### src/bdq_pkg.sv
// Package with the command and status codes and the item types of the deque.
`timescale 1ns / 1ps

package bdq_pkg;

	// Command codes carried in the command field.
	typedef enum logic [2:0] {
		CMD_PUSH_FRONT = 3'd0,
		CMD_PUSH_BACK  = 3'd1,
		CMD_POP_FRONT  = 3'd2,
		CMD_POP_BACK   = 3'd3,
		CMD_REMOVE     = 3'd4,
		CMD_SEARCH     = 3'd5
	} cmd_t;

	// Status codes returned with every result item.
	typedef enum logic [1:0] {
		STS_OK        = 2'd0,
		STS_EMPTY     = 2'd1,
		STS_FULL      = 2'd2,
		STS_NOT_FOUND = 2'd3
	} status_t;

	// One command item.
	typedef struct packed {
		logic [2:0]         command;
		logic signed [31:0] operand_value;
	} cmd_item_t;

	// One result item.
	typedef struct packed {
		logic [1:0]         status;
		logic signed [31:0] result_value;
		logic [3:0]         position;
		logic [4:0]         occupancy;
	} rsp_item_t;

endpackage

### src/bdq_stream_if.sv
// Valid/ready channel interface that carries one item of type T.
`timescale 1ns / 1ps

interface bdq_stream_if #(
	parameter type T = logic
);
	logic valid;
	logic ready;
	T     payload;

	modport source (output valid, output payload, input ready);
	modport sink (input valid, input payload, output ready);
endinterface

### src/bdq_ram.sv
// Generic single-port-write, single-port-read RAM with a registered read.
`timescale 1ns / 1ps

module bdq_ram #(
	parameter int WIDTH = 32,
	parameter int DEPTH = 16
) (
	input  logic                     clk,
	input  logic                     we,
	input  logic [$clog2(DEPTH)-1:0] waddr,
	input  logic [WIDTH-1:0]         wdata,
	input  logic [$clog2(DEPTH)-1:0] raddr,
	output logic [WIDTH-1:0]         rdata
);

	logic [WIDTH-1:0] mem [DEPTH];

	// Write port and registered read port.
	always_ff @(posedge clk) begin
		if (we) begin
			mem[waddr] <= wdata;
		end
		rdata <= mem[raddr];
	end

endmodule

### src/bounded_deque_with_search.sv
// Top level of the bounded deque: ring store in RAM, command sequencer and result register.
`timescale 1ns / 1ps

// Bounded double-ended queue of signed 32-bit values with search and remove.
// Commands arrive on the cmd channel and every command yields exactly one
// result item on the rsp channel, in order. Both channels are valid/ready;
// an item moves at a rising edge with valid and ready high.
// The values sit in a ring in one RAM with a registered read; the
// sequencer handles one command at a time and cmd.ready is high while it idles.
// Pushes, unused codes and failing commands go from idle straight to the
// response state; pops pass through a read state first. Search and remove walk
// the entries from the front, one RAM read per cycle, until a match or the
// last entry. A remove then closes the gap with one read and one write back
// per cycle, moving each entry behind the match one place toward the front.
// Reset clears the head index and the entry count; the RAM is not cleared,
// since an entry is read only after it was written.
// A finished result waits in an output register. While the receiver stalls,
// the next command is still accepted and worked on; its result waits until
// the output register is free.
module bounded_deque_with_search #(
	parameter int CAPACITY = 16
) (
	input  logic clk,
	input  logic arst_n,
	bdq_stream_if.sink   cmd,
	bdq_stream_if.source rsp
);

	localparam int IW = $clog2(CAPACITY);
	localparam int CW = $clog2(CAPACITY + 1);

	typedef enum logic [2:0] {
		S_IDLE,
		S_READ,
		S_SCAN,
		S_SHIFT,
		S_RESP
	} state_t;

	state_t           state_q;
	logic [IW-1:0]    head_q;
	logic [CW-1:0]    count_q;
	logic [2:0]       op_q;
	logic [31:0]      val_q;
	logic [IW-1:0]    k_q;
	logic [IW-1:0]    rd_idx_q;
	logic [IW-1:0]    cmp_idx_q;
	logic [IW-1:0]    wr_idx_q;
	logic [IW-1:0]    left_q;
	logic [1:0]       sts_q;
	logic [31:0]      res_q;
	logic [3:0]       pos_q;
	logic             rsp_valid_q;
	bdq_pkg::rsp_item_t rsp_q;

	logic             ram_we;
	logic [IW-1:0]    ram_waddr;
	logic [31:0]      ram_wdata;
	logic [IW-1:0]    ram_raddr;
	logic [31:0]      ram_rdata;

	logic             cmd_fire;
	logic             rsp_load;
	logic             is_full;
	logic             is_empty;
	logic             match;
	logic             last_k;
	logic [CW-1:0]    rest;
	logic [IW-1:0]    back_idx;
	logic [IW-1:0]    tail_idx;

	// Ring index arithmetic with wrap at CAPACITY.
	function automatic logic [IW-1:0] idx_inc(input logic [IW-1:0] i);
		return (i == IW'(CAPACITY - 1)) ? '0 : IW'(i + 1'b1);
	endfunction

	function automatic logic [IW-1:0] idx_dec(input logic [IW-1:0] i);
		return (i == '0) ? IW'(CAPACITY - 1) : IW'(i - 1'b1);
	endfunction

	function automatic logic [IW-1:0] ring_add(input logic [IW-1:0] base,
			input logic [IW-1:0] off);
		logic [IW:0] s;
		s = {1'b0, base} + {1'b0, off};
		if (s >= (IW+1)'(CAPACITY)) begin
			s = s - (IW+1)'(CAPACITY);
		end
		return s[IW-1:0];
	endfunction

	// Entry store.
	bdq_ram #(
		.WIDTH (32),
		.DEPTH (CAPACITY)
	) u_ram (
		.clk   (clk),
		.we    (ram_we),
		.waddr (ram_waddr),
		.wdata (ram_wdata),
		.raddr (ram_raddr),
		.rdata (ram_rdata)
	);

	// Handshake and derived conditions.
	assign cmd.ready = (state_q == S_IDLE);
	assign cmd_fire  = cmd.valid && cmd.ready;
	assign rsp.valid = rsp_valid_q;
	assign rsp.payload = rsp_q;
	assign rsp_load  = (state_q == S_RESP) && (!rsp_valid_q || rsp.ready);

	assign is_full  = (count_q == CW'(CAPACITY));
	assign is_empty = (count_q == '0);
	assign back_idx = ring_add(head_q, IW'(count_q));
	assign tail_idx = ring_add(head_q, IW'(count_q - CW'(1)));
	assign match    = (ram_rdata == val_q);
	assign last_k   = ((CW'(k_q) + CW'(1)) == count_q);
	assign rest     = CW'(count_q - CW'(1) - CW'(k_q));

	// RAM port control: pushes write in idle, the gap closing writes back
	// what was read in the cycle before. Reads always run ahead of the writes.
	always_comb begin
		ram_we    = 1'b0;
		ram_waddr = wr_idx_q;
		ram_wdata = ram_rdata;
		ram_raddr = rd_idx_q;
		unique case (state_q)
			S_IDLE: begin
				ram_wdata = cmd.payload.operand_value;
				ram_raddr = head_q;
				if (cmd_fire && !is_full) begin
					if (cmd.payload.command == bdq_pkg::CMD_PUSH_FRONT) begin
						ram_we    = 1'b1;
						ram_waddr = idx_dec(head_q);
					end else if (cmd.payload.command == bdq_pkg::CMD_PUSH_BACK) begin
						ram_we    = 1'b1;
						ram_waddr = back_idx;
					end
				end
				if (cmd.payload.command == bdq_pkg::CMD_POP_BACK) begin
					ram_raddr = tail_idx;
				end
			end
			S_SHIFT: begin
				ram_we = 1'b1;
			end
			default: begin
				ram_we = 1'b0;
			end
		endcase
	end

	// Sequencer, deque pointers and result register.
	always_ff @(posedge clk or negedge arst_n) begin
		if (!arst_n) begin
			state_q     <= S_IDLE;
			head_q      <= '0;
			count_q     <= '0;
			op_q        <= '0;
			val_q       <= '0;
			k_q         <= '0;
			rd_idx_q    <= '0;
			cmp_idx_q   <= '0;
			wr_idx_q    <= '0;
			left_q      <= '0;
			sts_q       <= bdq_pkg::STS_OK;
			res_q       <= '0;
			pos_q       <= '0;
			rsp_valid_q <= 1'b0;
			rsp_q       <= '0;
		end else begin
			// The output register fills from the response state and empties on accept.
			if (rsp_load) begin
				rsp_valid_q <= 1'b1;
			end else if (rsp_valid_q && rsp.ready) begin
				rsp_valid_q <= 1'b0;
			end
			unique case (state_q)
				S_IDLE: begin
					if (cmd_fire) begin
						op_q      <= cmd.payload.command;
						val_q     <= cmd.payload.operand_value;
						sts_q     <= bdq_pkg::STS_OK;
						res_q     <= '0;
						pos_q     <= '0;
						k_q       <= '0;
						rd_idx_q  <= idx_inc(head_q);
						cmp_idx_q <= head_q;
						state_q   <= S_RESP;
						case (cmd.payload.command)
							bdq_pkg::CMD_PUSH_FRONT: begin
								if (is_full) begin
									sts_q <= bdq_pkg::STS_FULL;
								end else begin
									head_q  <= idx_dec(head_q);
									count_q <= count_q + CW'(1);
								end
							end
							bdq_pkg::CMD_PUSH_BACK: begin
								if (is_full) begin
									sts_q <= bdq_pkg::STS_FULL;
								end else begin
									count_q <= count_q + CW'(1);
								end
							end
							bdq_pkg::CMD_POP_FRONT, bdq_pkg::CMD_POP_BACK: begin
								if (is_empty) begin
									sts_q <= bdq_pkg::STS_EMPTY;
								end else begin
									state_q <= S_READ;
								end
							end
							bdq_pkg::CMD_REMOVE, bdq_pkg::CMD_SEARCH: begin
								if (is_empty) begin
									sts_q <= bdq_pkg::STS_EMPTY;
								end else begin
									state_q <= S_SCAN;
								end
							end
							default: begin
								sts_q <= bdq_pkg::STS_OK;
							end
						endcase
					end
				end
				S_READ: begin
					// Popped value is on the RAM output now.
					res_q   <= ram_rdata;
					count_q <= count_q - CW'(1);
					if (op_q == bdq_pkg::CMD_POP_FRONT) begin
						head_q <= idx_inc(head_q);
					end
					state_q <= S_RESP;
				end
				S_SCAN: begin
					// Compare entry k while the read of entry k + 1 goes out.
					rd_idx_q  <= idx_inc(rd_idx_q);
					cmp_idx_q <= rd_idx_q;
					k_q       <= IW'(k_q + 1'b1);
					if (match) begin
						pos_q <= 4'(k_q);
						if (op_q == bdq_pkg::CMD_REMOVE) begin
							res_q    <= ram_rdata;
							wr_idx_q <= cmp_idx_q;
							left_q   <= IW'(rest);
							if (rest == '0) begin
								count_q <= count_q - CW'(1);
								state_q <= S_RESP;
							end else begin
								state_q <= S_SHIFT;
							end
						end else begin
							state_q <= S_RESP;
						end
					end else if (last_k) begin
						sts_q   <= bdq_pkg::STS_NOT_FOUND;
						state_q <= S_RESP;
					end
				end
				S_SHIFT: begin
					// Move one entry one place toward the front.
					rd_idx_q <= idx_inc(rd_idx_q);
					wr_idx_q <= idx_inc(wr_idx_q);
					left_q   <= IW'(left_q - 1'b1);
					if (left_q == IW'(1)) begin
						count_q <= count_q - CW'(1);
						state_q <= S_RESP;
					end
				end
				S_RESP: begin
					if (rsp_load) begin
						rsp_q.status       <= sts_q;
						rsp_q.result_value <= res_q;
						rsp_q.position     <= pos_q;
						rsp_q.occupancy    <= 5'(count_q);
						state_q            <= S_IDLE;
					end
				end
				default: begin
					state_q <= S_IDLE;
				end
			endcase
		end
	end

	// The entry count never exceeds the capacity.
	assert property (@(posedge clk) disable iff (!arst_n) count_q <= CW'(CAPACITY))
		else $error("entry count above capacity");

	// The head index stays inside the ring.
	assert property (@(posedge clk) disable iff (!arst_n) head_q <= IW'(CAPACITY - 1))
		else $error("head index outside ring");

	// While closing the gap, the write never hits the entry being read.
	assert property (@(posedge clk) disable iff (!arst_n)
		(state_q == S_SHIFT && left_q > IW'(1)) |-> ram_waddr != ram_raddr)
		else $error("gap closing write collides with read");

	// A new result appears only out of the response state.
	assert property (@(posedge clk) disable iff (!arst_n)
		$rose(rsp_valid_q) |-> $past(state_q == S_RESP))
		else $error("result loaded outside response state");

	// A push into a full deque leaves the count unchanged.
	assert property (@(posedge clk) disable iff (!arst_n)
		(cmd_fire && is_full && (cmd.payload.command == bdq_pkg::CMD_PUSH_FRONT
		|| cmd.payload.command == bdq_pkg::CMD_PUSH_BACK)) |=> $stable(count_q))
		else $error("push changed a full deque");

endmodule

### src/flat_wrapper.sv
// flat-port wrapper written by rule: the top's interface ports become plain ports
module bounded_deque_with_search_flat 
#(
	parameter int CAPACITY = 16
)
  (clk, arst_n, cmd_valid, cmd_payload, cmd_ready, rsp_valid, rsp_payload, rsp_ready);
  bdq_stream_if #(.T(bdq_pkg::cmd_item_t)) cmd_i ();
  bdq_stream_if #(.T(bdq_pkg::rsp_item_t)) rsp_i ();
  input  logic clk;
  input  logic arst_n;
  input wire logic [$bits(cmd_i.valid)-1:0] cmd_valid;
  input wire logic [$bits(cmd_i.payload)-1:0] cmd_payload;
  output wire logic [$bits(cmd_i.ready)-1:0] cmd_ready;
  output wire logic [$bits(rsp_i.valid)-1:0] rsp_valid;
  output wire logic [$bits(rsp_i.payload)-1:0] rsp_payload;
  input wire logic [$bits(rsp_i.ready)-1:0] rsp_ready;
  assign cmd_i.valid = cmd_valid;
  assign cmd_i.payload = cmd_payload;
  assign cmd_ready = cmd_i.ready;
  assign rsp_valid = rsp_i.valid;
  assign rsp_payload = rsp_i.payload;
  assign rsp_i.ready = rsp_ready;
  bounded_deque_with_search #(.CAPACITY(CAPACITY)) u_core (.clk(clk), .arst_n(arst_n), .cmd(cmd_i), .rsp(rsp_i));
endmodule
### config.mk
export PLATFORM = sky130hd
export DESIGN_NAME = bounded_deque_with_search_flat
export DESIGN_NICKNAME = d
export VERILOG_FILES = /design/src/bdq_pkg.sv /design/src/bdq_stream_if.sv /design/src/bdq_ram.sv /design/src/bounded_deque_with_search.sv /design/src/flat_wrapper.sv
export SDC_FILE = /design/constraint.sdc
export NUM_CORES = 1
export LEC_CHECK = 0
export BUFFER_PORTS_ARGS = -buffer_cell sky130_fd_sc_hd__buf_2
export CAP_MARGIN = 5
export CORE_MARGIN = 2
export CORE_UTILIZATION = 38
export DETAILED_ROUTE_END_ITERATION = 10
export GPL_ROUTABILITY_DRIVEN = 0
export SYNTH_ARGS = -nofsm -noshare
export SYNTH_HDL_FRONTEND = slang
export SYNTH_SLANG_ARGS = --single-unit
### constraint.sdc
create_clock -name clk -period 3.6 [get_ports clk]
set_input_delay 0.36 -clock clk [delete_from_list [all_inputs] [get_ports clk]]
set_output_delay 0.36 -clock clk [all_outputs]
set_load 0.01 [all_outputs]
==> results of run 1 <==
==> sequential cells by signal, indices dropped and copies added, names as in the netlist <==
signal and count:
u_core.cmp_idx_q 4, u_core.count_q 5, u_core.head_q 4, u_core.k_q 4, u_core.left_q 4, u_core.op_q 3, u_core.pos_q 4, u_core.rd_idx_q 4
u_core.res_q 32, u_core.rsp.payload 43, u_core.rsp.valid 1, u_core.state_q 3, u_core.sts_q 2, u_core.u_ram.mem 512, u_core.u_ram.rdata 32, u_core.val_q 32
u_core.wr_idx_q 4
==> stage by stage <==
step                hold WS (ns)  area [sq um]  power (mW)
finish                    0.0661         33400        32.8
global route              0.0688         33400        34.7
CTS                       0.0424         33300        32.9
detailed placement         0.470         30600        25.3
global placement           0.459         30600        25.0
floorplan                 0.0644         28400        20.6
==> logic make-up (layout without fill, tap and decap cells) <==
group	after synthesis	in the layout
muxes	132	132
buffers and inverters	135	349
adders and majority gates	24	24
and+or+nand+nor	786	786
xor gates and xnor gates	51	51
DFF	693	693
AOI/OAI and AO/OA	304	304
==> per-layer routing <==
layer	vias up	track usage [%]	wire length, um	share of wire [%]
li1	8050	-	-	-
met1	8893	25.8	31400	43
met2	650	30.3	34500	48
met3	89	2.42	4630	6.4
met4	0	6.55	1880	2.6
met5	-	0	0	0
==> layout make-up <==
class,instances,area (sq um),share of cell area (%)
clock buffers,85,1890,5.67
clock inverters,45,493,1.48
multi-input cells,1297,8240,24.7
inverters,19,71.3,0.214
repair buffers,200,1720,5.14
well taps,969,1210,3.63
flip-flops and latches,693,19700,59.2
==> Yosys cell counts, drive strengths merged (37+ instances only) <==
| cell type | number | area, sq um |
|---|---|---|
| o211ai | 63 | 473 |
| nand2 | 637 | 2390 |
| nor2 | 45 | 169 |
| edfxtp | 512 | 15400 |
| xor2 | 41 | 359 |
| a22oi | 37 | 333 |
| mux2 | 46 | 518 |
| clkbuf | 63 | 239 |
| dfrtp | 149 | 3730 |
| mux4 | 62 | 1400 |
| a21oi | 92 | 460 |
| o21ai | 71 | 359 |
| nand3 | 44 | 225 |
| buf | 53 | 284 |
==> repair_timing <==
action | in CTS | in global routing
setup endpoints to repair | 0 | 28
buffers inserted | 0 | 4
hold endpoints to repair | 137 | 0
gates resized for setup | 0 | 0
hold buffers | 32 | 0
==> worst paths after layout <==
check	start	end	slack [ns]
max	u_core.count_q[0]	u_core.u_ram.rdata[12]	0.27
min	cmd_payload[5]	u_core.val_q[5]	0.07
max in group asynchronous	arst_n	u_core.val_q[10]	2.29
min reg2reg	u_core.res_q[26]	u_core.res_q[26]	0.47
min in group asynchronous	arst_n	u_core.rsp.payload[4]	0.47
max reg2reg	u_core.count_q[0]	u_core.u_ram.rdata[12]	0.27
==> worst max-delay path: stages (launching register included) <==
cell and delay (ns):
dfrtp_1 0.38, inv_1 0.17, ha_1 0.20, xor2_1 0.22, ha_1 0.30, xor2_1 0.18, mux2i_1 0.42, o21ai_4 0.14
buf_12 0.16, buf_4 0.14, buf_12 0.15, mux4_2 0.43, a22oi_1 0.21, o211ai_1 0.11
==> report_power, final <==
part	internal, mW	leakage, nW	total (mW)	switching, mW
clock	4.38	1.17	7.53	3.15
combinational	5.05	4.60	13.6	8.57
sequential	10.8	6.85	11.7	0.889
==> key figures, run 1 <==
Status
  – Status: complete, no violations

Die
  – IO Count: 84
  – Die H: about 280 um
  – Die ar.: roughly 0.077 sq mm
  – Initial Util: 38.3%
  – Rows: 100
  – Core area: ~0.074 sq mm
  – Die W: 277 um

Routing
  – Antenna Nets Post-Route: 0
  – DR DRC count: 0
  – First drt pass iteration count: 5
  – Via density: around 5.3
  – WL final: 72.4 mm
  – Vias: around 18,000
  – Routed len/inst: 21.9 um
  – Initial DRC Count: roughly 1,800

Setup path
  – Crit Path Category: reg2reg
  – Crit path launch type: flip-flop
  – Cells on worst reg2reg path: 13
  – Crit path required time: 4.10 ns
  – Max FO, Critical Path: 22
  – CP Capture Type: flip-flop
  – Arr. time, crit path: between 3 and 4 ns

Layout
  – Ant. Diodes: 0
  – Post-layout util: approximately 45%
  – Layout cells sized above 1: about 18%
  – Final Non-Filler Cells: around 3,300
  – Most frequent cells in the layout: nand2_1, edfxtp_1, dfrtp_1
  – Syn-to-layout area delta: 17.5%
  – Final Net Count: 2,344
  – Fillers: about 6,500
  – Commonest non-fill, non-tap cell in the layout: nand2_1

Placement
  – Dpl cells: roughly 3,100
  – Dpl ws: 0.0848 ns
  – HPWL after DPL: about 43 mm
  – Port bufs: 83

Synth
  – Simple-gate share of the synthesized area: 11.2%
  – Cell variety after synth: 62
  – Post-synth ARST share: a little over a fifth
  – Largest family of logic cells by synthesized area: simple AND/OR/NAND/NOR gates
  – Post-Syn Instances: roughly 2,100
  – Syn nets: between 2,000 and 2,500
  – Sequential area share after synthesis: slightly below 70%
  – Synthesized cell area: ~0.028 sq mm
  – Avg Cell Area, Syn: between 10 and 15 sq um
  – Synthesis-stage register bit count: around 690
  – Synth Area in Compound Gates: roughly 6.9%
  – Post-synthesis adder-cell area fraction: about 1.1%
  – Post-synth EDFFs: slightly above 500
  – XOR/XNOR share of the synthesized area: around 1.6%
  – Synth Warn #: 0
  – Dominant synthesized flop cell: edfxtp_1
  – Mux contribution to synthesized area: between 7 and 8%

Global routing
  – Pin count of the biggest net entering global routing: between 100 and 150
  – Global-route wire length before repair: 109 mm
  – Vias in the first global route: about 17,000
  – Grt total ovfl: 0
  – GRT Overall Usage: between 10% and 20%
  – Initial antenna violation count: 0

Pwr
  – Power density over the cells: just under 1000 mW/mm^2
  – Peak VDD IR: a little under 0.001 V
  – Leakage power: between 10 and 15 nW

Clock tree
  – Root buf cell: clkbuf_16
  – Largest buffer count on any clock path: 3
  – H-tree lvl count: 3
  – Clock Latency Late Sink: ~0.63 ns
  – TritonCTS Sinks: roughly 690
  – Clk slew on worst S/H paths: about 0.060 ns
  – CTS Buf Count: 70
  – CTS tree: done

Timing
  – Aggregate negative setup slack: 0 ns
  – Tcrit/Tclk final: between 90% and 100%
  – Crit path time final: roughly 3.3 ns
  – Worst setup margin: about 0.27 ns
  – Unrepaired setup endpoints after global routing: false
  – Skew final: ~0.023 ns
  – Endpoints failing hold: 0
  – Max-slew violation count: 0
  – Fmax: approximately 0.3 GHz
  – # setup viols final: 0
  – Worst-Margin Slew: 1.06 ns
  – Max-Slew Margin vs Limit: approximately 29%

Run
  – Total of max-cap violations: 0

Worst hold path
  – Hold path cells: 3
  – Hold WC Path Type: in2reg
Note: power is estimated with default switching activity, not from simulation.
==> run 2, diff against run 1 <==
--- a/config.mk
+++ b/config.mk
@@ -5,11 +5,11 @@
 export SDC_FILE = /design/constraint.sdc
 export NUM_CORES = 1
 export LEC_CHECK = 0
-export BUFFER_PORTS_ARGS = -buffer_cell sky130_fd_sc_hd__buf_2
 export CAP_MARGIN = 5
 export CORE_MARGIN = 2
 export CORE_UTILIZATION = 38
 export DETAILED_ROUTE_END_ITERATION = 10
+export DONT_BUFFER_PORTS = 1
 export GPL_ROUTABILITY_DRIVEN = 0
 export SYNTH_ARGS = -nofsm -noshare
 export SYNTH_HDL_FRONTEND = slang
==> key figures, run 2 (synthesized netlist as in run 1, its figures left out) <==
Status
  – Status: finished with violations
  – Failing checks: hold timing

Layout
  – Most frequent cells in the layout: nand2_1, edfxtp_1, dfrtp_1
  – Area of the multi-input gates: 0.00827 sq mm (+0.30%)
  – Max reg flops: 512 (unchanged)
  – Commonest non-fill, non-tap cell in the layout: nand2_1
  – Top reg by flops: u_core.u_ram.mem
  – Register Area: 0.0197 sq mm (unchanged)
  – Fillers: 6,576 (+1.2%)
  – Final Net Count: 2,287 (-2.4%)
  – Syn-to-layout area delta: 16.5%
  – Ant. Diodes: 0 (unchanged)
  – Layout cells sized above 1: 16.1% (-2.2 points)

Setup path
  – Crit path launch type: flip-flop
  – Most frequent CP cell: buf_4
  – Delay-heaviest family, CP: buffers and inverters
  – Cells on worst reg2reg path: 11 (-2)
  – Critical path depth: 11 (-2)
  – Crit Path Category: reg2reg
  – Arr. time, crit path: 3.73 ns (-0.10 ns)
  – Max FO, Critical Path: 11 (-50%)
  – CP Capture Type: flip-flop
  – CP max stage cell: nor2_4
  – Critical-path cell list: buf_4, ha_1, a21o_1, a21oi_1, xnor2_1, mux2_2, mux2i_1, nand2_1, buf_4, nor2_4, buf_4
  – CP bufs+invs: 3 (-1)
  – Longest individual stage delay on the worst path: 0.47 ns (+0.04 ns)
  – Crit path required time: 3.90 ns (-0.20 ns)

Global routing
  – GR peak layer: met2
  – Global-route wire length before repair: 109 mm (+0.25%)
  – Vias in the first global route: 17,400 (-0.37%)
  – Grt total ovfl: 0 (unchanged)
  – Pin count of the biggest net entering global routing: 150 (+27%)
  – GRT Overall Usage: 18.8% (+0.14 points)
  – M3 GR Usage: 3.07% (+0.66 points)
  – Met2 Resource Use GR: 31.0% (+0.64 points)
  – Met1 Use GR: 25.5% (-0.28 points)
  – Initial antenna violation count: 0 (unchanged)

Die
  – Rows: 100 (unchanged)
  – Die H: 277 um (unchanged)
  – Die ar.: 0.0769 sq mm (unchanged)
  – Core area: 0.0742 sq mm (unchanged)
  – Die W: 277 um (unchanged)
  – Initial Util: 38.3% (unchanged)
  – IO Count: 84 (unchanged)

Pwr
  – Pint: 20.0 mW (-0.88%)
  – Power density over the cells: 985 mW/mm^2 (+0.22%)
  – Combinational power share: 42.2% (+0.7 points)
  – Switching part of the total: 38.6% (+0.17 points)
  – Leakage power: 12.3 nW (-2.4%)
  – Switch Pwr: 12.6 mW (-0.17%)
  – Clock share of power: 21.9% (-1.0 points)
  – Peak VDD IR: 0.000728 V (-25%)
  – Total chip power: 32.6 mW (-0.61%)
  – Seq pwr share: 35.9% (+0.3 points)

Routing
  – Routed len/inst: 22.6 um (+3.1%)
  – Via density: 5.42 (+1.3%)
  – First drt pass iteration count: 5 (unchanged)
  – Initial DRC Count: 1,948 (+10%)
  – WL final: 73.3 mm (+1.2%)
  – Antenna Nets Post-Route: 0 (unchanged)
  – Vias: 17,600 (-0.55%)
  – DR DRC count: 0 (unchanged)

Placement
  – HPWL after DPL: 44.0 mm (+2.0%)
  – Dpl ws: 0.0475 ns (-0.0373 ns)
  – Port bufs: 0 (-100%)

Clock tree
  – TritonCTS Sinks: 693 (unchanged)
  – Largest buffer count on any clock path: 3 (unchanged)
  – H-tree lvl count: 3 (unchanged)
  – Clk slew on worst S/H paths: 0.06 ns (about the same)
  – Clock Latency Late Sink: 0.62 ns (about the same)
  – Root buf cell: clkbuf_16
  – Hold buffer count at CTS: 36 (+13%)
  – CTS tree: done
  – CTS Buf Count: 67 (-4.3%)

Timing
  – Endpoints failing hold: 149 (+149)
  – Worst-Margin Slew: 1.08 ns (+0.0134 ns)
  – Tcrit/Tclk final: 95.3% (+2.7 points)
  – Unrepaired setup endpoints after global routing: true
  – Skew final: 0.0158 ns (-0.00701 ns)
  – # setup viols final: 0 (unchanged)
  – Max-Slew Margin vs Limit: 28.2% (-0.97 points)
  – Min Hold Slack: -0.558 ns (-0.624 ns)
  – Crit path time final: 3.43 ns (+0.0963 ns)
  – Max-slew violation count: 0 (unchanged)
  – Fmax: 0.292 GHz (-2.8%)
  – Worst setup margin: 0.170 ns (-0.0963 ns)

Run
  – Total of max-cap violations: 0 (unchanged)

Worst hold path
  – Hold WC Path Type: in2async
-- run 2: cell count changes in the layout (fill, tap and decap cells not counted), moves of 2 or more --
| cell | before | now |
|---|---|---|
| buf_4 | 57 | 76 |
| buf_12 | 27 | 30 |
| nor2_2 | 0 | 2 |
| clkbuf_16 | 73 | 67 |
| clkinv_2 | 13 | 10 |
| dlygate4sd3_1 | 32 | 36 |
| clkbuf_1 | 10 | 17 |
| buf_2 | 83 | 0 |
| clkinv_1 | 12 | 5 |
| clkbuf_8 | 2 | 7 |
| bufinv_16 | 8 | 6 |
-- run 2: per-layer routing --
metal | up-vias | share of wire (%)
met2 | 689 | 49
met1 | 8863 | 42
met3 | 105 | 7.1
met4 | 0 | 2.1
li1 | 7928 | -
met5 | - | 0
-- run 2: power by group through the flow --
stage	combinational (mW)	clock (mW)	sequential (mW)
after CTS	13.7	7.26	11.7
after global routing	15.0	7.56	11.8
final	13.8	7.13	11.7
after floorplan	9.13	0	11.5
after global placement	13.4	0	11.8
after detailed placement	13.7	0	11.9
-- run 2: what timing repair did --
action                     4_1_cts  5_1_grt
hold endpoints to repair       186      149
setup endpoints to repair        0       50
resized for setup                0        4
buffers inserted                 0        0
-- run 2: worst paths after layout --
path / from / slack [ns] / end
min in group clk: cmd_valid / 0.03 / u_core.rd_idx_q[1]
hold / removal: arst_n / -0.56 / u_core.count_q[0]
max in group asynchronous: arst_n / 3.93 / u_core.res_q[17]
hold reg to reg: u_core.res_q[11] / 0.47 / u_core.res_q[11]
setup reg to reg: u_core.count_q[1] / 0.17 / u_core.u_ram.mem[1][27]
setup / recovery: u_core.count_q[1] / 0.17 / u_core.u_ram.mem[1][27]
-- run 2: stage by stage --
stage	utilization (%)	hold WS, ns	instances	setup TNS (ns)	cell area (sq um)
finish	44.6	-0.558	3247	0	33100
global route	44.6	-0.574	3247	-0.0295	33100
CTS	44.6	-0.585	3245	0	33100
detailed placement	41.1	0.0701	3086	0	30500
global placement	41.1	0.0693	3086	0	30500
floorplan	-	0.0644	2125	-4.47	28400
-- run 2: final cells by class --
type	count	share of cell area [%]
inverter	19	0.215
multi-input combinational	1299	25.0
clock buffer	91	5.55
sequential	693	59.7
timing repair buffer	144	4.74
tap	969	3.66
clock inverter	32	1.19
